<file path="src/rtl/ppm_frame_generator_macros.svh">
// ----------------------------------------------------------------------------
// ppm_frame_generator_macros.svh
// Assertion macros shared by the PPM frame generator modules.
// ----------------------------------------------------------------------------
`ifndef PPM_FRAME_GENERATOR_MACROS_SVH
`define PPM_FRAME_GENERATOR_MACROS_SVH
`ifndef SYNTHESIS
`define PPMFG_ASSERT(label, prop) \
	label: assert property (@(posedge clk) disable iff (!arst_n) (prop)) \
		else $error("ppm frame generator: check failed");
`define PPMFG_ASSERT_NEXT(label, ante, cons) \
	label: assert property (@(posedge clk) disable iff (!arst_n) (ante) |=> (cons)) \
		else $error("ppm frame generator: check failed");
`else
`define PPMFG_ASSERT(label, prop)
`define PPMFG_ASSERT_NEXT(label, ante, cons)
`endif
`endif

</file>
<file path="src/rtl/ppmfg_pkg.sv">
`timescale 1ns / 1ps
// ----------------------------------------------------------------------------
// PPM frame generator package
// Widths, codes, reset values and shared structs of the frame generator.
// ----------------------------------------------------------------------------
package ppmfg_pkg;

	localparam int MAX_CHANNELS = 16;
	localparam int START_DELAY  = 100;

	localparam int CHAN_W    = $clog2(MAX_CHANNELS);
	localparam int PTR_W     = $clog2(MAX_CHANNELS + 1);
	localparam int COUNT_W   = 5;
	localparam int WIDTH_W   = 12;
	localparam int FRAME_W   = 16;
	localparam int ELAPSED_W = 17;
	localparam int VALUE_W   = 16;
	localparam int MODE_W    = 2;
	localparam int INDEX_W   = 4;
	localparam int PCT_W     = 7;
	localparam int PROD_W    = WIDTH_W + PCT_W;

	// floor(x / 100) = (x * RECIP_100) >> RECIP_SHIFT for every x below 2**PROD_W
	localparam int RECIP_SHIFT = 26;
	localparam int RECIP_W     = 20;
	localparam logic [RECIP_W-1:0] RECIP_100 = RECIP_W'((1 << RECIP_SHIFT) / 100 + 1);

	localparam logic [PCT_W-1:0]     PCT_FULL    = PCT_W'(100);
	localparam logic [ELAPSED_W-1:0] ELAPSED_MAX = '1;

	localparam logic [COUNT_W-1:0] RST_COUNT = COUNT_W'(8);
	localparam logic [WIDTH_W-1:0] RST_MIN   = WIDTH_W'(1000);
	localparam logic [WIDTH_W-1:0] RST_MAX   = WIDTH_W'(2000);
	localparam logic [WIDTH_W-1:0] RST_PULSE = WIDTH_W'(500);
	localparam logic [FRAME_W-1:0] RST_FRAME = FRAME_W'(22500);

	localparam logic [MODE_W-1:0] MODE_TICK    = 2'd0;
	localparam logic [MODE_W-1:0] MODE_WIDTH   = 2'd1;
	localparam logic [MODE_W-1:0] MODE_PERCENT = 2'd2;

	localparam int REG_W   = 3;
	localparam int PADDR_W = REG_W + 2;
	localparam logic [REG_W-1:0] REG_CHANNEL_COUNT = 3'd0;
	localparam logic [REG_W-1:0] REG_INVERTED      = 3'd1;
	localparam logic [REG_W-1:0] REG_ENABLED       = 3'd2;
	localparam logic [REG_W-1:0] REG_MIN_WIDTH     = 3'd3;
	localparam logic [REG_W-1:0] REG_MAX_WIDTH     = 3'd4;
	localparam logic [REG_W-1:0] REG_PULSE_LEN     = 3'd5;
	localparam logic [REG_W-1:0] REG_FRAME_LEN     = 3'd6;

	typedef struct packed {
		logic [COUNT_W-1:0] channel_count;
		logic               inverted;
		logic               enabled;
		logic [WIDTH_W-1:0] min_width;
		logic [WIDTH_W-1:0] max_width;
		logic [WIDTH_W-1:0] pulse_len;
		logic [FRAME_W-1:0] frame_len;
	} cfg_t;

	typedef struct packed {
		logic en_wr;
		logic inv_wr;
		logic wbit;
	} cfg_evt_t;

	typedef struct packed {
		logic [MODE_W-1:0]  mode;
		logic [INDEX_W-1:0] chan_index;
		logic [VALUE_W-1:0] width_value;
	} item_t;

	typedef struct packed {
		logic pin_level;
		logic edge_res;
		logic sync_gap;
	} res_t;

	typedef struct packed {
		logic               we;
		logic [CHAN_W-1:0]  addr;
		logic [WIDTH_W-1:0] data;
	} tbl_wr_t;

endpackage

</file>
<file path="src/rtl/ppmfg_in_if.sv">
`timescale 1ns / 1ps
// ----------------------------------------------------------------------------
// PPM frame generator input channel
// Valid/ready channel carrying one tick or channel width write per word.
// ----------------------------------------------------------------------------
interface ppmfg_in_if;
	logic                            valid;
	logic                            ready;
	logic [ppmfg_pkg::MODE_W-1:0]    mode;
	logic [ppmfg_pkg::INDEX_W-1:0]   chan_index;
	logic [ppmfg_pkg::VALUE_W-1:0]   width_value;

	modport source (output valid, mode, chan_index, width_value, input ready);
	modport sink (input valid, mode, chan_index, width_value, output ready);
endinterface

</file>
<file path="src/rtl/ppmfg_out_if.sv">
`timescale 1ns / 1ps
// ----------------------------------------------------------------------------
// PPM frame generator result channel
// Valid/ready channel carrying the pin state after each input word.
// ----------------------------------------------------------------------------
interface ppmfg_out_if;
	logic valid;
	logic ready;
	logic pin_level;
	logic edge_res;
	logic sync_gap;

	modport source (output valid, pin_level, edge_res, sync_gap, input ready);
	modport sink (input valid, pin_level, edge_res, sync_gap, output ready);
endinterface

</file>
<file path="src/rtl/ppm_frame_generator.sv">
`timescale 1ns / 1ps
// ----------------------------------------------------------------------------
// PPM frame generator
// Drives an RC pulse-position frame from tick and channel width words.
// ----------------------------------------------------------------------------
// A word accepted into s1 moves through the s2 and result registers in order.
// Throughput: one word per cycle while results are taken; one table read and
// one write a cycle. Stages s1 and s2 take new words while a result waits.
// Reset: asynchronous, active low; registers to defaults, pin at idle high,
// width table reads as the reset minimum width until each entry is written.
// ----------------------------------------------------------------------------
module ppm_frame_generator (
	input  logic                             clk,
	input  logic                             arst_n,
	ppmfg_in_if.sink                         item,
	ppmfg_out_if.source                      res,
	input  logic                             psel,
	input  logic                             penable,
	input  logic                             pwrite,
	input  logic [ppmfg_pkg::PADDR_W-1:0]    paddr,
	input  logic [31:0]                      pwdata,
	output logic [31:0]                      prdata,
	output logic                             pready
);

	ppmfg_pkg::cfg_t                    cfg;
	ppmfg_pkg::cfg_evt_t                evt;
	ppmfg_pkg::item_t                   item_in;
	ppmfg_pkg::item_t                   item_s2;
	ppmfg_pkg::tbl_wr_t                 tbl_wr;
	ppmfg_pkg::res_t                    step_res;
	ppmfg_pkg::res_t                    res_s3;
	logic [ppmfg_pkg::CHAN_W-1:0]       rd_addr;
	logic [ppmfg_pkg::WIDTH_W-1:0]      rd_width;
	logic                               valid_s1, valid_s2, valid_s3;
	logic                               ready_s1, ready_s2, ready_s3;
	logic                               ld_s1, ld_s2, step;

	assign item_in.mode        = item.mode;
	assign item_in.chan_index  = item.chan_index;
	assign item_in.width_value = item.width_value;

	// each stage moves when the one after it has room
	assign ready_s3   = !valid_s3 || res.ready;
	assign step       = valid_s2 && ready_s3;
	assign ready_s2   = !valid_s2 || ready_s3;
	assign ld_s2      = valid_s1 && ready_s2;
	assign ready_s1   = !valid_s1 || ready_s2;
	assign ld_s1      = item.valid && ready_s1;
	assign item.ready = ready_s1;

	always_ff @(posedge clk or negedge arst_n) begin
		if (!arst_n) begin
			valid_s1 <= 1'b0;
			valid_s2 <= 1'b0;
			valid_s3 <= 1'b0;
		end else begin
			valid_s1 <= ld_s1 || (valid_s1 && !ld_s2);
			valid_s2 <= ld_s2 || (valid_s2 && !step);
			valid_s3 <= step || (valid_s3 && !res.ready);
		end
	end

	always_ff @(posedge clk) begin
		if (step) begin
			res_s3 <= step_res;
		end
	end

	assign res.valid     = valid_s3;
	assign res.pin_level = res_s3.pin_level;
	assign res.edge_res  = res_s3.edge_res;
	assign res.sync_gap  = res_s3.sync_gap;

	ppmfg_cfg u_cfg (
		.clk     (clk),
		.arst_n  (arst_n),
		.psel    (psel),
		.penable (penable),
		.pwrite  (pwrite),
		.paddr   (paddr),
		.pwdata  (pwdata),
		.prdata  (prdata),
		.pready  (pready),
		.cfg     (cfg),
		.evt     (evt)
	);

	ppmfg_width_calc u_width_calc (
		.clk     (clk),
		.ld_s1   (ld_s1),
		.ld_s2   (ld_s2),
		.item_in (item_in),
		.cfg     (cfg),
		.item_s2 (item_s2)
	);

	ppmfg_table u_table (
		.clk     (clk),
		.arst_n  (arst_n),
		.wr      (tbl_wr),
		.rd_addr (rd_addr),
		.rd_data (rd_width)
	);

	ppmfg_seq u_seq (
		.clk      (clk),
		.arst_n   (arst_n),
		.cfg      (cfg),
		.evt      (evt),
		.step     (step),
		.item     (item_s2),
		.rd_width (rd_width),
		.wr       (tbl_wr),
		.rd_addr  (rd_addr),
		.step_res (step_res)
	);

endmodule

</file>
<file path="src/rtl/ppmfg_cfg.sv">
`timescale 1ns / 1ps
// ----------------------------------------------------------------------------
// PPM frame generator register file
// APB register bank; flags enable and polarity writes for the sequencer.
// ----------------------------------------------------------------------------
module ppmfg_cfg (
	input  logic                             clk,
	input  logic                             arst_n,
	input  logic                             psel,
	input  logic                             penable,
	input  logic                             pwrite,
	input  logic [ppmfg_pkg::PADDR_W-1:0]    paddr,
	input  logic [31:0]                      pwdata,
	output logic [31:0]                      prdata,
	output logic                             pready,
	output ppmfg_pkg::cfg_t                  cfg,
	output ppmfg_pkg::cfg_evt_t              evt
);

	logic                               wr_en;
	logic [ppmfg_pkg::REG_W-1:0]        reg_idx;
	logic [ppmfg_pkg::COUNT_W-1:0]      count_new;
	ppmfg_pkg::cfg_t                    cfg_q;

	assign pready  = 1'b1;
	assign wr_en   = psel && penable && pwrite;
	assign reg_idx = paddr[ppmfg_pkg::PADDR_W-1:2];
	assign cfg     = cfg_q;

	assign evt.en_wr  = wr_en && (reg_idx == ppmfg_pkg::REG_ENABLED);
	assign evt.inv_wr = wr_en && (reg_idx == ppmfg_pkg::REG_INVERTED);
	assign evt.wbit   = pwdata[0];

	// zero selects the default count, oversize saturates
	always_comb begin
		count_new = pwdata[ppmfg_pkg::COUNT_W-1:0];
		if (count_new == '0) begin
			count_new = ppmfg_pkg::RST_COUNT;
		end else if (32'(count_new) > ppmfg_pkg::MAX_CHANNELS) begin
			count_new = ppmfg_pkg::COUNT_W'(ppmfg_pkg::MAX_CHANNELS);
		end
	end

	always_ff @(posedge clk or negedge arst_n) begin
		if (!arst_n) begin
			cfg_q.channel_count <= ppmfg_pkg::RST_COUNT;
			cfg_q.inverted      <= 1'b0;
			cfg_q.enabled       <= 1'b0;
			cfg_q.min_width     <= ppmfg_pkg::RST_MIN;
			cfg_q.max_width     <= ppmfg_pkg::RST_MAX;
			cfg_q.pulse_len     <= ppmfg_pkg::RST_PULSE;
			cfg_q.frame_len     <= ppmfg_pkg::RST_FRAME;
		end else if (wr_en) begin
			unique case (reg_idx)
				ppmfg_pkg::REG_CHANNEL_COUNT: cfg_q.channel_count <= count_new;
				ppmfg_pkg::REG_INVERTED:      cfg_q.inverted <= pwdata[0];
				ppmfg_pkg::REG_ENABLED:       cfg_q.enabled <= pwdata[0];
				ppmfg_pkg::REG_MIN_WIDTH:
					cfg_q.min_width <= pwdata[ppmfg_pkg::WIDTH_W-1:0];
				ppmfg_pkg::REG_MAX_WIDTH:
					cfg_q.max_width <= pwdata[ppmfg_pkg::WIDTH_W-1:0];
				ppmfg_pkg::REG_PULSE_LEN:
					cfg_q.pulse_len <= pwdata[ppmfg_pkg::WIDTH_W-1:0];
				ppmfg_pkg::REG_FRAME_LEN:
					cfg_q.frame_len <= pwdata[ppmfg_pkg::FRAME_W-1:0];
				default: ;
			endcase
		end
	end

	always_comb begin
		unique case (reg_idx)
			ppmfg_pkg::REG_CHANNEL_COUNT: prdata = 32'(cfg_q.channel_count);
			ppmfg_pkg::REG_INVERTED:      prdata = 32'(cfg_q.inverted);
			ppmfg_pkg::REG_ENABLED:       prdata = 32'(cfg_q.enabled);
			ppmfg_pkg::REG_MIN_WIDTH:     prdata = 32'(cfg_q.min_width);
			ppmfg_pkg::REG_MAX_WIDTH:     prdata = 32'(cfg_q.max_width);
			ppmfg_pkg::REG_PULSE_LEN:     prdata = 32'(cfg_q.pulse_len);
			ppmfg_pkg::REG_FRAME_LEN:     prdata = 32'(cfg_q.frame_len);
			default:                      prdata = '0;
		endcase
	end

endmodule

</file>
<file path="src/rtl/ppmfg_width_calc.sv">
`timescale 1ns / 1ps
// ----------------------------------------------------------------------------
// PPM frame generator width calculator
// Two-stage pipeline turning a percent write into a width in microseconds.
// ----------------------------------------------------------------------------
module ppmfg_width_calc (
	input  logic                 clk,
	input  logic                 ld_s1,
	input  logic                 ld_s2,
	input  ppmfg_pkg::item_t     item_in,
	input  ppmfg_pkg::cfg_t      cfg,
	output ppmfg_pkg::item_t     item_s2
);

	localparam int SCALED_W = ppmfg_pkg::PROD_W + ppmfg_pkg::RECIP_W;

	logic [ppmfg_pkg::PCT_W-1:0]     pct;
	logic [ppmfg_pkg::WIDTH_W-1:0]   span;
	logic [ppmfg_pkg::PROD_W-1:0]    prod;
	logic [ppmfg_pkg::PROD_W-1:0]    prod_s1;
	ppmfg_pkg::item_t                item_s1;
	logic [SCALED_W-1:0]             scaled;
	logic [ppmfg_pkg::WIDTH_W-1:0]   quo;
	logic [ppmfg_pkg::VALUE_W-1:0]   cand;

	always_comb begin
		if (item_in.width_value > ppmfg_pkg::VALUE_W'(ppmfg_pkg::PCT_FULL)) begin
			pct = ppmfg_pkg::PCT_FULL;
		end else begin
			pct = item_in.width_value[ppmfg_pkg::PCT_W-1:0];
		end
		if (cfg.max_width > cfg.min_width) begin
			span = cfg.max_width - cfg.min_width;
		end else begin
			span = '0;
		end
		prod = ppmfg_pkg::PROD_W'(span) * ppmfg_pkg::PROD_W'(pct);
	end

	// divide by 100 through the reciprocal
	assign scaled = SCALED_W'(prod_s1) * SCALED_W'(ppmfg_pkg::RECIP_100);
	assign quo    = scaled[ppmfg_pkg::RECIP_SHIFT +: ppmfg_pkg::WIDTH_W];

	always_comb begin
		if (item_s1.mode == ppmfg_pkg::MODE_PERCENT) begin
			cand = ppmfg_pkg::VALUE_W'({1'b0, cfg.min_width} + {1'b0, quo});
		end else begin
			cand = item_s1.width_value;
		end
	end

	always_ff @(posedge clk) begin
		if (ld_s1) begin
			item_s1 <= item_in;
			prod_s1 <= prod;
		end
		if (ld_s2) begin
			item_s2.mode        <= item_s1.mode;
			item_s2.chan_index  <= item_s1.chan_index;
			item_s2.width_value <= cand;
		end
	end

endmodule

</file>
<file path="src/rtl/ppmfg_table.sv">
`timescale 1ns / 1ps
// ----------------------------------------------------------------------------
// PPM frame generator width table
// Channel width memory, one write and one registered read per cycle, with write
// forwarding; per-entry valid bits make unwritten entries read as RST_MIN.
// ----------------------------------------------------------------------------
`include "ppm_frame_generator_macros.svh"

module ppmfg_table (
	input  logic                               clk,
	input  logic                               arst_n,
	input  ppmfg_pkg::tbl_wr_t                 wr,
	input  logic [ppmfg_pkg::CHAN_W-1:0]       rd_addr,
	output logic [ppmfg_pkg::WIDTH_W-1:0]      rd_data
);

	logic [ppmfg_pkg::WIDTH_W-1:0]      mem [ppmfg_pkg::MAX_CHANNELS];
	logic [ppmfg_pkg::MAX_CHANNELS-1:0] valid_q;
	logic [ppmfg_pkg::WIDTH_W-1:0]      rd_q;

	assign rd_data = rd_q;

	always_ff @(posedge clk) begin
		if (wr.we) begin
			mem[wr.addr] <= wr.data;
		end
		// forward a write to the entry being read
		if (wr.we && (wr.addr == rd_addr)) begin
			rd_q <= wr.data;
		end else if (valid_q[rd_addr]) begin
			rd_q <= mem[rd_addr];
		end else begin
			rd_q <= ppmfg_pkg::RST_MIN;
		end
	end

	always_ff @(posedge clk or negedge arst_n) begin
		if (!arst_n) begin
			valid_q <= '0;
		end else if (wr.we) begin
			valid_q[wr.addr] <= 1'b1;
		end
	end

	`PPMFG_ASSERT_NEXT(a_fwd_write, wr.we && (wr.addr == rd_addr), rd_q == $past(wr.data))
	`PPMFG_ASSERT_NEXT(a_unwritten_min, !wr.we && !valid_q[rd_addr], rd_q == ppmfg_pkg::RST_MIN)

endmodule

</file>
<file path="src/rtl/ppmfg_seq.sv">
`timescale 1ns / 1ps
// ----------------------------------------------------------------------------
// PPM frame generator sequencer
// Countdown, channel pointer and pin state; reads the width of the current
// channel from the table and writes clamped widths back into it.
// ----------------------------------------------------------------------------
`include "ppm_frame_generator_macros.svh"

module ppmfg_seq (
	input  logic                               clk,
	input  logic                               arst_n,
	input  ppmfg_pkg::cfg_t                    cfg,
	input  ppmfg_pkg::cfg_evt_t                evt,
	input  logic                               step,
	input  ppmfg_pkg::item_t                   item,
	input  logic [ppmfg_pkg::WIDTH_W-1:0]      rd_width,
	output ppmfg_pkg::tbl_wr_t                 wr,
	output logic [ppmfg_pkg::CHAN_W-1:0]       rd_addr,
	output ppmfg_pkg::res_t                    step_res
);

	localparam int SUM_W = ppmfg_pkg::ELAPSED_W + 1;

	logic [ppmfg_pkg::PTR_W-1:0]       ptr_q, ptr_d;
	logic [ppmfg_pkg::FRAME_W-1:0]     cnt_q, cnt_d;
	logic [ppmfg_pkg::ELAPSED_W-1:0]   elapsed_q, elapsed_d;
	logic                              pnext_q, pnext_d;
	logic                              pin_q, pin_d;
	logic                              sync_d;
	logic                              tick;
	logic                              expire;
	logic                              chan_end;
	logic                              is_write;
	logic [SUM_W-1:0]                  e_sync;
	logic [SUM_W-1:0]                  e_chan;

	assign tick     = step && (item.mode == ppmfg_pkg::MODE_TICK) && cfg.enabled;
	assign expire   = tick && (cnt_q <= ppmfg_pkg::FRAME_W'(1));
	assign chan_end = (32'(ptr_q) >= 32'(cfg.channel_count))
		|| (32'(ptr_q) >= ppmfg_pkg::MAX_CHANNELS);
	assign e_sync   = SUM_W'(elapsed_q) + SUM_W'(cfg.pulse_len);
	assign e_chan   = SUM_W'(elapsed_q) + SUM_W'(rd_width);

	always_comb begin
		ptr_d     = ptr_q;
		cnt_d     = cnt_q;
		elapsed_d = elapsed_q;
		pnext_d   = pnext_q;
		pin_d     = pin_q;
		sync_d    = 1'b0;
		if (evt.en_wr) begin
			ptr_d     = '0;
			elapsed_d = '0;
			pnext_d   = evt.wbit;
			if (evt.wbit) begin
				cnt_d = ppmfg_pkg::FRAME_W'(ppmfg_pkg::START_DELAY);
			end else begin
				cnt_d = '0;
				pin_d = ~cfg.inverted;
			end
		end else if (evt.inv_wr) begin
			if (!cfg.enabled) begin
				pin_d = ~evt.wbit;
			end
		end else if (tick) begin
			if (!expire) begin
				cnt_d = cnt_q - ppmfg_pkg::FRAME_W'(1);
			end else begin
				pnext_d = ~pnext_q;
				if (pnext_q) begin
					pin_d = cfg.inverted;
					cnt_d = ppmfg_pkg::FRAME_W'(cfg.pulse_len);
				end else begin
					pin_d = ~cfg.inverted;
					if (chan_end) begin
						// sync gap: fill the frame, or one pulse on overrun
						ptr_d     = '0;
						elapsed_d = '0;
						sync_d    = 1'b1;
						if (e_sync < SUM_W'(cfg.frame_len)) begin
							cnt_d = cfg.frame_len - e_sync[ppmfg_pkg::FRAME_W-1:0];
						end else begin
							cnt_d = ppmfg_pkg::FRAME_W'(cfg.pulse_len);
						end
					end else begin
						if (rd_width > cfg.pulse_len) begin
							cnt_d = ppmfg_pkg::FRAME_W'(rd_width - cfg.pulse_len);
						end else begin
							cnt_d = ppmfg_pkg::FRAME_W'(1);
						end
						if (e_chan > SUM_W'(ppmfg_pkg::ELAPSED_MAX)) begin
							elapsed_d = ppmfg_pkg::ELAPSED_MAX;
						end else begin
							elapsed_d = e_chan[ppmfg_pkg::ELAPSED_W-1:0];
						end
						ptr_d = ptr_q + ppmfg_pkg::PTR_W'(1);
					end
				end
			end
		end
	end

	// prefetch the width of the channel that is next in line
	assign rd_addr = ptr_d[ppmfg_pkg::CHAN_W-1:0];

	assign is_write = (item.mode == ppmfg_pkg::MODE_WIDTH)
		|| (item.mode == ppmfg_pkg::MODE_PERCENT);

	always_comb begin
		wr.we = step && is_write
			&& (32'(item.chan_index) < 32'(cfg.channel_count))
			&& (32'(item.chan_index) < ppmfg_pkg::MAX_CHANNELS);
		wr.addr = ppmfg_pkg::CHAN_W'(item.chan_index);
		if (item.width_value < ppmfg_pkg::VALUE_W'(cfg.min_width)) begin
			wr.data = cfg.min_width;
		end else if (item.width_value > ppmfg_pkg::VALUE_W'(cfg.max_width)) begin
			wr.data = cfg.max_width;
		end else begin
			wr.data = item.width_value[ppmfg_pkg::WIDTH_W-1:0];
		end
	end

	assign step_res.pin_level = pin_d;
	assign step_res.edge_res  = expire && (pin_d != pin_q);
	assign step_res.sync_gap  = sync_d;

	always_ff @(posedge clk or negedge arst_n) begin
		if (!arst_n) begin
			ptr_q     <= '0;
			cnt_q     <= '0;
			elapsed_q <= '0;
			pnext_q   <= 1'b0;
			pin_q     <= 1'b1;
		end else begin
			ptr_q     <= ptr_d;
			cnt_q     <= cnt_d;
			elapsed_q <= elapsed_d;
			pnext_q   <= pnext_d;
			pin_q     <= pin_d;
		end
	end

	`PPMFG_ASSERT(a_ptr_bound, 32'(ptr_q) <= ppmfg_pkg::MAX_CHANNELS)
	`PPMFG_ASSERT(a_idle_pin, !cfg.enabled |-> (pin_q == !cfg.inverted))
	`PPMFG_ASSERT_NEXT(a_sync_restart, step && sync_d, (ptr_q == '0) && (elapsed_q == '0))

endmodule
</file>
<file path="src/flat_wrapper.sv">
// flat-port wrapper written by rule: the top's interface ports become plain ports
module ppm_frame_generator_flat 
  (clk, arst_n, psel, penable, pwrite, paddr, pwdata, prdata, pready, item_valid, item_mode, item_chan_index, item_width_value, item_ready, res_valid, res_pin_level, res_edge_res, res_sync_gap, res_ready);
  ppmfg_in_if item_i ();
  ppmfg_out_if res_i ();
  input  logic clk;
  input  logic arst_n;
  input  logic psel;
  input  logic penable;
  input  logic pwrite;
  input  logic [ppmfg_pkg::PADDR_W-1:0] paddr;
  input  logic [31:0] pwdata;
  output logic [31:0] prdata;
  output logic pready;
  input wire logic [$bits(item_i.valid)-1:0] item_valid;
  input wire logic [$bits(item_i.mode)-1:0] item_mode;
  input wire logic [$bits(item_i.chan_index)-1:0] item_chan_index;
  input wire logic [$bits(item_i.width_value)-1:0] item_width_value;
  output wire logic [$bits(item_i.ready)-1:0] item_ready;
  output wire logic [$bits(res_i.valid)-1:0] res_valid;
  output wire logic [$bits(res_i.pin_level)-1:0] res_pin_level;
  output wire logic [$bits(res_i.edge_res)-1:0] res_edge_res;
  output wire logic [$bits(res_i.sync_gap)-1:0] res_sync_gap;
  input wire logic [$bits(res_i.ready)-1:0] res_ready;
  assign item_i.valid = item_valid;
  assign item_i.mode = item_mode;
  assign item_i.chan_index = item_chan_index;
  assign item_i.width_value = item_width_value;
  assign item_ready = item_i.ready;
  assign res_valid = res_i.valid;
  assign res_pin_level = res_i.pin_level;
  assign res_edge_res = res_i.edge_res;
  assign res_sync_gap = res_i.sync_gap;
  assign res_i.ready = res_ready;
  ppm_frame_generator u_core (.clk(clk), .arst_n(arst_n), .item(item_i), .res(res_i), .psel(psel), .penable(penable), .pwrite(pwrite), .paddr(paddr), .pwdata(pwdata), .prdata(prdata), .pready(pready));
endmodule
</file>
<file path="config.mk">
export PLATFORM = sky130hd
export DESIGN_NAME = ppm_frame_generator_flat
export DESIGN_NICKNAME = d
export VERILOG_FILES = /design/src/rtl/ppmfg_pkg.sv /design/src/rtl/ppmfg_in_if.sv /design/src/rtl/ppmfg_out_if.sv /design/src/rtl/ppm_frame_generator.sv /design/src/rtl/ppmfg_cfg.sv /design/src/rtl/ppmfg_width_calc.sv /design/src/rtl/ppmfg_table.sv /design/src/rtl/ppmfg_seq.sv /design/src/flat_wrapper.sv
export VERILOG_INCLUDE_DIRS = /design/src /design/src/rtl
export SDC_FILE = /design/constraint.sdc
export NUM_CORES = 1
export LEC_CHECK = 0
export BUFFER_PORTS_ARGS = -buffer_cell sky130_fd_sc_hd__buf_4
export CAP_MARGIN = 10
export CORE_ASPECT_RATIO = 1.2
export CORE_MARGIN = 3
export CORE_UTILIZATION = 50
export CTS_CLUSTER_SIZE = 25
export DETAILED_ROUTE_END_ITERATION = 6
export PLACE_DENSITY = 0.69
export SLEW_MARGIN = 20
export SYNTH_ARGS = -nofsm -noshare
export SYNTH_HDL_FRONTEND = slang
export SYNTH_HIERARCHICAL = 1
export SYNTH_SLANG_ARGS = --single-unit
</file>
<file path="constraint.sdc">
create_clock -name clk -period 16.55 [get_ports clk]
set_input_delay 0.8275 -clock clk [delete_from_list [all_inputs] [get_ports clk]]
set_output_delay 0.8275 -clock clk [all_outputs]
set_load 0.01 [all_outputs]
</file>
==> results.md, run 1 <==
* First-pass GRT wire length at 122 mm
* Worst Path Required at 16.93 ns
* CTS sink cnt at 388
* H-tree depth at 2
* Max Cap Violations at 0
* CTS Buf Count at 39
* Register bit total from synthesis at 388
* Drt total wl at 76.5 mm
* Initial Utilization at 0.507
* Hold Buf Count CTS at 0
* Post-synth EDFFs at 258
* Port Buffers at 68
* Die W at 231 um
* Hold/Removal Path Class: in -> async
* Initial DRC count at 1599
* Final #Nets at 3376
* Clk slew on worst S/H paths at 0.07 ns
* Outcome: completed
* Register-to-register setup slack at 8.50 ns
* Via count at 21200
* Tcrit/Tclk final at 0.486
* Vias per cell at 5.83
* RR Endpoint: u_core/u_width_calc/item_s2[10]
* Rows at 98
* Sequential element share of the synthesized area at 0.361
* Remaining global-route overflow at 0
* Area occupied by multi-input gates at 0.0175 mm2
* Initial antenna violation count at 2
* Worst-path maximum fanout at 8
* DP HPWL at 58.7 mm
* Setup violators final at 0
* Avg Cell Area, Syn at 11.0 um2
* CP delay by family, top: adder cells
* Layout area overhead at 8.65%
* Crit path top cell by count: fa_1
* Slew Limit Fails at 0
* Setup crit end kind: flop
* Arrival time worst endpoint at 8.43 ns
* CTS Buffer Depth at 3
* # resized after CTS at 0
* Storage cell area at 0.0110 mm2
* Synth Instances at 2757
* CP bufs+invs at 5
* # IOs at 104
* YS warnings at 6
* Worst path max stage delay at 0.67 ns
* Share of cells above drive strength 1 at 0.135
* Highest clock rate at 124 MHz
* Postcts setup bufs at 0
* Setup CP Type: reg -> reg
* Total die area at 0.0639 mm2
* Pin count of the biggest net entering global routing at 77
* Period minus WS final at 8.05 ns
* Library cells used by synthesis at 102
* Worst Setup Start Kind: flop
* Most frequent cells in the layout: inv_1 (408), ha_1 (324), edfxtp_1 (258), fa_1 (179), nand2_1 (170)
* Worst skew pair latency at 0.58 ns
* Reg2Reg Depth at 25
* Async S/R FF share, synth at 0.304
* Clk root buf: clkbuf_16
* Core area at 0.0600 mm2
* Crit path max-delay cell type: fa_1
* Reg-to-reg critical path startpoint: u_core/u_width_calc/prod_s1[17]
* Via count of the first global-routing pass at 22100
* Final antenna-violating net count at 0
* Die Ht at 276 um
* Syn Std Cell Area at 0.0304 mm2
* Final setup TNS at 0 ns
* Drt pass-1 iters at 5
* Residual DRC count at 0
* Worst setup startpoint: u_core/u_width_calc/prod_s1[17]
* RSZ-0062 raised after global routing: no
* Dominant synthesized flop cell: edfxtp_1
* Final clock skew at 0.0342 ns
* GRT Total Usage at 0.241
* Most common cell after layout, fill and taps aside: inv_1
* CTS tree: yes
* Gpl congestion at 0.935
* Filler Cells Inserted at 5012
* Tightest Pin Transition at 1.08 ns
* Max-slew headroom at 0.277
* Final hold violations at 0
* Drt wl/cell at 21.0 um
## layer usage
| layer | wire length (um) | up-vias | share of wire | GRT usage |
|---|---|---|---|---|
| li1 | - | 9768 | - | - |
| met1 | 33000 | 10600 | 0.43 | 0.328 |
| met2 | 36700 | 656 | 0.48 | 0.399 |
| met3 | 3750 | 162 | 0.049 | 0.0278 |
| met4 | 3120 | 2 | 0.041 | 0.0928 |
| met5 | 20 | - | 0.00026 | 0 |
## flip-flops by register name, indices dropped and copies added, names as in the netlist
signal                       cells
u_core/res.valid                 1
u_core/res.pin_level             1
u_core/u_table/valid_q          16
u_core/u_seq/elapsed_q          17
u_core/u_seq/pin_q               1
u_core/u_cfg/cfg                59
u_core/u_table/mem             192
u_core/u_width_calc/prod_s1     19
u_core/valid_s2                  1
u_core/u_seq/pnext_q             1
u_core/u_seq/cnt_q              16
u_core/valid_s1                  1
u_core/u_seq/ptr_q               5
u_core/u_width_calc/item_s2     22
u_core/res.edge_res              1
u_core/u_width_calc/item_s1     22
u_core/res.sync_gap              1
u_core/u_table/rd_data          12
## area by class of cell
| type | instances | share of cell area |
|---|---|---|
| Clock inverter | 17 | 0.00696 |
| Multi-Input combinational cell | 1869 | 0.528 |
| Antenna cell | 1 | 0.0000757 |
| Timing Repair Buffer | 101 | 0.0233 |
| Inverter | 408 | 0.0463 |
| Sequential cell | 388 | 0.332 |
| Clock buffer | 55 | 0.0327 |
| Tap cell | 800 | 0.0303 |
## through the flow
step,cell area [um2],utilization,instances,worst slack (ns),hold slack [ns]
detailed placement,31700,0.529,3565,8.59,0.406
global placement,31700,0.528,3565,8.71,0.412
finish,33100,0.551,3639,8.50,0.263
CTS,33000,0.550,3637,8.57,0.254
global route,33100,0.551,3638,8.21,0.293
floorplan,30500,-,2772,9.36,0.400
## synth_stat cells (52+ instances only)
master,n,area share
inv_1,408,0.050
ha_1,324,0.13
edfxtp_1,258,0.25
fa_1,179,0.12
nand2_1,170,0.021
nor2_1,129,0.016
a21oi_1,100,0.016
dfrtp_1,89,0.073
o21ai_0,77,0.013
xnor2_1,62,0.018
mux2_2,59,0.022
mux4_2,52,0.038
## how the worst max path moves through the flow
stage | to | slack [ns] | cells past startpoint
after CTS | u_core/u_width_calc/item_s2[10] | 8.57 | 25
after global routing | u_core/u_width_calc/item_s2[10] | 8.21 | 25
after detailed placement | u_core/u_width_calc/item_s2[10] | 8.59 | 25
final | u_core/u_width_calc/item_s2[10] | 8.50 | 25
after floorplan | u_core/u_width_calc/item_s2[11] | 9.36 | 25
after global placement | u_core/u_width_calc/item_s2[10] | 8.71 | 25
## worst reg2reg max path: stages (launching register included)
cell and delay [ns]:
edfxtp_1 0.60, fa_1 0.68, inv_1 0.08, fa_1 0.51, inv_1 0.06, fa_1 0.50
fa_1 0.55, fa_1 0.57, inv_1 0.06, fa_1 0.53, inv_1 0.04, ha_1 0.30
and4_1 0.23, nand3_1 0.13, or3_1 0.41, o221ai_1 0.35, xor2_1 0.37, inv_1 0.12
fa_1 0.44, nand3b_1 0.20, a21boi_0 0.17, o21a_1 0.14, o21ai_0 0.13, a211oi_1 0.35
nor3_1 0.08, o31ai_1 0.27
## kinds of logic after synthesis
family	count (synthesis)	synth area share
xor+xnor	100	0.0288
simple gates	624	0.106
mux	159	0.0768
compound gates	466	0.106
other cells	2	0.000247
flops	388	0.361
fa+ha+maj	503	0.251
buf+inv	515	0.0704
Power of run 1 is not shown: default switching activity piles up to over one toggle a cycle in this logic, so the estimate is an artifact.
==> inputs of run 2 (changes only) <==
clock period = 7.5 ns   (was 16.55 ns; I/O delays follow)
==> run 2 against run 1 <==
Worst setup slack got worse by 8.3 ns. Register-to-register slack got worse by 8.3 ns. Critical path depth down 2. Core utilization increased by 1.4 points. Non-clock buffer count grew 75. Sequential share of layout area fell by 0.85 points. Fmax increased by 10%. Final area up 2.6%. Via count rose by 2.4%. Sequential cell count unchanged. Count of clock-buffer cells in the layout shrank 4. Routed wire length is 4.1% higher.
==> results.md, run 2 (synthesis results as in run 1) <==
* Tightest Pin Transition at 1.07 ns (-0.00501 ns)
* Clk root buf: clkbuf_16
* Port Buffers at 68 (unchanged)
* Worst skew pair latency at 0.60 ns (+0.02 ns)
* Max FFs per register at 192 (unchanged)
* Final hold violations at 0 (unchanged)
* Residual DRC count at 0 (unchanged)
* Die Ht at 276 um (unchanged)
* Via count at 21700 (+2.4%)
* Clk slew on worst S/H paths at 0.06 ns (about the same)
* Biggest register: u_core/u_table/mem
* Initial antenna violation count at 0 (-2)
* Setup slack at placement at -0.112 ns (-8.70 ns)
* Initial Utilization at 0.507 (unchanged)
* Via count of the first global-routing pass at 22300 (+1.0%)
* Initial DRC count at 1589 (-0.63%)
* Setup crit end kind: flop
* Period minus WS final at 7.29 ns (-0.761 ns)
* Worst hold slack at 0.0471 ns (-0.216 ns)
* Filler Cells Inserted at 4926 (-1.7%)
* Gpl congestion at 0.934 (-0.12%)
* Final #Nets at 3454 (+2.3%)
* CTS sink cnt at 388 (unchanged)
* H-tree depth at 2 (unchanged)
* Hold/Removal Path Class: in -> reg
* Share of cells above drive strength 1 at 0.162 (+0.0278)
* Worst Setup Start Kind: flop
* Setup slack after layout at 0.210 ns (-8.29 ns)
* Register-to-register setup slack at 0.21 ns (-8.29 ns)
* Most common cell after layout, fill and taps aside: inv_1
* Vias per cell at 5.84 (+0.20%)
* First-pass GRT wire length at 126 mm (+3.4%)
* CTS Buffer Depth at 3 (unchanged)
* Max-slew headroom at 0.269 (-0.00817)
* Die W at 231 um (unchanged)
* Drt wl/cell at 21.4 um (+1.9%)
* CTS Buf Count at 42 (+7.7%)
* Most frequent cells in the layout: inv_1 (408), ha_1 (322), edfxtp_1 (258), fa_1 (179), nand2_1 (170)
* Area occupied by multi-input gates at 0.0176 mm2 (+0.77%)
* Remaining global-route overflow at 0 (unchanged)
* Tcrit/Tclk final at 0.972 (+0.486)
* Layout area overhead at 11.5%
* Slew Limit Fails at 0 (unchanged)
* Arrival time worst endpoint at 7.70 ns (-0.73 ns)
* Setup CP Type: reg -> reg
* RSZ-0062 raised after global routing: yes
* GRT Total Usage at 0.251 (+0.00915)
* Drt total wl at 79.7 mm (+4.1%)
* Storage cell area at 0.0110 mm2 (unchanged)
* Pin count of the biggest net entering global routing at 76 (-1.3%)
* Outcome: completed
* Rows at 98 (unchanged)
* Worst-path maximum fanout at 4 (-4)
* Final clock skew at 0.0534 ns (+0.0192 ns)
* Setup violators final at 0 (unchanged)
* Max Cap Violations at 0 (unchanged)
* Final cell count without fillers at 3718 (+2.2%)
* Total die area at 0.0639 mm2 (unchanged)
* # IOs at 104 (unchanged)
* Highest clock rate at 137 MHz (+10%)
* Final antenna-violating net count at 0 (unchanged)
* CTS tree: yes
* Drt pass-1 iters at 7 (+2)
* Antenna diodes at 0 (-1)
* Worst Path Required at 7.91 ns (-9.02 ns)
* Dpl cells at 3608 (+1.2%)
* DP HPWL at 60.8 mm (+3.6%)
* Core area at 0.0600 mm2 (unchanged)
==> run 2: through the flow <==
stage,cell area (um2),setup TNS [ns],util
final,33900,0,0.566
after global routing,33900,-0.0791,0.566
after CTS,33700,-0.00124,0.562
after detailed placement,32000,-0.114,0.534
after global placement,32000,-0.00350,0.534
after floorplan,30500,0,-
==> run 2: critical path, cell delays in order, from the launching register on <==
cell and delay (ns):
edfxtp_1 0.49, fa_1 0.65, fa_1 0.48, fa_1 0.58, fa_1 0.43, fa_1 0.51, inv_1 0.06, fa_1 0.53
inv_1 0.04, ha_1 0.31, a21o_1 0.16, a21o_1 0.20, a2111oi_4 0.35, nor3_2 0.08, or4_4 0.59, a21oi_2 0.15
xnor2_1 0.15, ha_1 0.29, a21boi_1 0.15, o21a_1 0.22, o21ai_2 0.21, a211oi_2 0.10, o21a_1 0.19, o31ai_2 0.23
==> run 2: per-layer routing <==
layer,share of wire,global-route usage
met1,0.43,0.348
met2,0.48,0.413
met3,0.052,0.0315
met4,0.032,0.0769
met5,0,0
==> run 2: final timing paths <==
| kind | start | end | depth (start not counted) |
|---|---|---|---|
| worst max-delay path | u_core/u_width_calc/prod_s1[12] | u_core/u_width_calc/item_s2[10] | 23 |
| worst min-delay path | item_width_value[6] | u_core/u_width_calc/item_s1[6] | 1 |
| worst max register to register | u_core/u_width_calc/prod_s1[12] | u_core/u_width_calc/item_s2[10] | 23 |
| worst min register to register | u_core/u_width_calc/item_s1[17] | u_core/u_width_calc/item_s2[17] | 0 |
| max in group asynchronous | arst_n | u_core/u_cfg/cfg[55] | 3 |
| min in group asynchronous | arst_n | u_core/u_table/valid_q[9] | 2 |
==> run 2: final cells by class <==
| cell class | instances | area share |
|---|---|---|
| tap | 800 | 0.0295 |
| clock buffer | 51 | 0.0333 |
| multi-input combinational | 1869 | 0.519 |
| sequential | 388 | 0.324 |
| clock inverter | 26 | 0.00882 |
| inverter | 408 | 0.0451 |
| timing repair buffer | 176 | 0.0409 |
==> run 2: repair_timing <==
item / CTS / global route
pin swaps: 2 / 16
endpoints found under the hold margin: 62 / 0
cloned: 0 / 0
buffers inserted: 0 / 12
setup endpoints to repair: 3 / 9
hold buffers: 21 / 0
resized for setup: 2 / 29
Power of run 2 is left out for the same reason.
==> inputs of run 3 (changes only) <==
PLACE_DENSITY = 0.65   (was 0.69)
RECOVER_POWER = 50   (was unset)
SETUP_SLACK_MARGIN = 0.02   (was unset)
==> run 3 against run 2 <==
The run now ends with capacitance limit, slew limit left. Sequential cell count unchanged. Critical path depth up 3. Clock skew shrank 0.0081 ns. Register-to-register slack hardly changed. Worst setup slack got worse by 0.0086 ns. Core utilization is 0.37 points lower.
==> results.md, run 3 (synthesis results as in run 1) <==
* Setup CP Type: reg -> reg
* Port Buffers at 68 (unchanged)
* Gpl congestion at 0.951 (+1.9%)
* Final antenna-violating net count at 0 (unchanged)
* Crit path top cell by count: fa_1
* Core area at 0.0600 mm2 (unchanged)
* Final hold violations at 0 (unchanged)
* Worst-path maximum fanout at 5 (+1)
* Initial Utilization at 0.507 (unchanged)
* RSZ-0062 raised after global routing: yes
* Initial DRC count at 1671 (+5.2%)
* Slew Limit Fails at 240 (+240)
* Crit path max-delay cell type: fa_1
* Setup violators final at 0 (unchanged)
* CTS sink cnt at 388 (unchanged)
* CTS Buffer Depth at 3 (unchanged)
* Worst path max stage delay at 0.65 ns (about the same)
* Most common cell after layout, fill and taps aside: inv_1
* Clk root buf: clkbuf_16
* CP delay by family, top: adder cells
* Remaining global-route overflow at 0 (unchanged)
* Arrival time worst endpoint at 7.60 ns (-0.10 ns)
* Max-slew headroom at -1.63 (-1.90)
* Highest clock rate at 137 MHz (-0.12%)
* Hold/Removal Path Class: in -> reg
* Die W at 231 um (unchanged)
* Drt total wl at 79.1 mm (-0.68%)
* Residual DRC count at 0 (unchanged)
* Worst Setup Start Kind: flop
* Die Ht at 276 um (unchanged)
* Initial antenna violation count at 1 (+1)
* Period minus WS final at 7.30 ns (+0.00862 ns)
* Tcrit/Tclk final at 0.973 (+0.00115)
* Clk slew on worst S/H paths at 0.06 ns (about the same)
* First-pass GRT wire length at 124 mm (-1.1%)
* Vias per cell at 5.79 (-0.96%)
* Fin area at 0.0337 mm2 (-0.66%)
* Rows at 98 (unchanged)
* # IOs at 104 (unchanged)
* CP bufs+invs at 5 (+3)
* Worst skew pair latency at 0.60 ns (about the same)
* Drt pass-1 iters at 5 (-2)
* Reg-to-reg critical path startpoint: u_core/u_width_calc/prod_s1[4]
* Final #Nets at 3463 (+0.26%)
* CTS Buf Count at 43 (+2.4%)
* Biggest register: u_core/u_table/mem
* Max FFs per register at 192 (unchanged)
* Via count of the first global-routing pass at 22100 (-1.1%)
* Filler Cells Inserted at 5115 (+3.8%)
* Share of cells above drive strength 1 at 0.143 (-0.0190)
* Final clock skew at 0.0452 ns (-0.00814 ns)
* Outcome: complete, but fails checks
* Via count at 21600 (-0.67%)
* DP Area at 0.0321 mm2 (about the same)
* Most frequent cells in the layout: inv_1 (407), ha_1 (319), edfxtp_1 (258), fa_1 (178), nand2_1 (170)
* Tightest Pin Transition at 3.95 ns (+2.88 ns)
* Worst setup startpoint: u_core/u_width_calc/prod_s1[4]
* Pin count of the biggest net entering global routing at 72 (-5.3%)
* Antenna diodes at 0 (unchanged)
* GRT Total Usage at 0.248 (-0.00272)
* CTS tree: yes
* Worst Path Required at 7.80 ns (-0.11 ns)
* Layout area overhead at 10.8%
* Setup crit end kind: flop
* Failing checks: capacitance limit, slew limit
* H-tree depth at 2 (unchanged)
* Hold_sp: pwdata[14]
* Max Cap Violations at 6 (+6)
* Drt wl/cell at 21.2 um (-0.97%)
* DP HPWL at 61.1 mm (+0.48%)
* Total die area at 0.0639 mm2 (unchanged)
-- run 3: cell types whose count changed in the layout (fill, tap and decap cells not counted), sizes merged --
cell / change
clkinvlp: -2
clkbuf: +63
inv: +2
buf: -47
clkinv: -2
bufinv: -1
dlygate4sd3: -2
-- run 3: what timing repair did --
item | 4_1_cts | 5_1_grt
gates resized for setup | 1 | 41
pin swaps | 2 | 32
hold buffers | 19 | 0
setup endpoints to repair | 4 | 9
buffers inserted | 0 | 16
hold endpoints to repair | 64 | 0
-- run 3: final cells by class --
cell class	instances	area, um2	area share
clock buffer	57	1150	0.0341
clock inverter	23	245	0.00728
inverter	408	1530	0.0454
multi-input combinational	1869	17600	0.521
sequential	388	11000	0.326
tap	800	1000	0.0297
timing repair buffer	184	1240	0.0369
-- run 3: final timing paths --
check | end | slack [ns] | cells after the start
worst max register to register | u_core/u_width_calc/item_s2[10] | 0.20 | 26
min in group asynchronous | u_core/u_table/valid_q[9] | 1.22 | 2
worst max-delay path | u_core/u_width_calc/item_s2[10] | 0.20 | 26
worst min-delay path | u_core/u_cfg/cfg[14] | 0.03 | 2
max in group asynchronous | u_core/u_cfg/cfg[41] | 1.36 | 3
worst min register to register | u_core/u_width_calc/item_s2[19] | 0.41 | 0
-- run 3: metrics by stage --
stage	hold slack (ns)	std cells	setup slack, ns	setup TNS (ns)	util
global placement	0.408	3614	-0.0534	-0.0953	0.534
floorplan	0.0794	2772	0.312	0	-
finish	0.0274	3729	0.201	0	0.562
CTS	0.000335	3713	-0.00135	-0.00135	0.561
detailed placement	0.407	3614	-0.0465	-0.0725	0.535
global route	0.0133	3729	-0.172	-0.249	0.562
-- run 3: worst reg2reg max path: stages, from the launching register on --
cell and delay [ns]:
edfxtp_1 0.50, fa_1 0.65, inv_1 0.07, fa_1 0.37, fa_1 0.49, inv_1 0.05
fa_1 0.48, fa_1 0.55, inv_1 0.06, fa_1 0.56, inv_1 0.05, ha_1 0.34
a21o_1 0.22, a31oi_2 0.25, o21ai_0 0.12, a21oi_1 0.23, xnor2_1 0.22, ha_1 0.24
inv_1 0.06, fa_1 0.37, nand3b_1 0.21, a21boi_2 0.13, o21a_1 0.17, o21ai_2 0.09
a211oi_2 0.28, o21a_1 0.18, o31ai_2 0.06
-- run 3: layer usage --
metal | vias to the layer above | wire length, um | GRT usage | share of wire
li1 | 9957 | - | - | -
met2 | 632 | 37900 | 0.407 | 0.48
met4 | 0 | 2600 | 0.0776 | 0.033
met3 | 141 | 4040 | 0.0291 | 0.051
met5 | - | 0 | 0 | 0
met1 | 10800 | 34600 | 0.346 | 0.44
Power of run 3 is left out for the same reason.
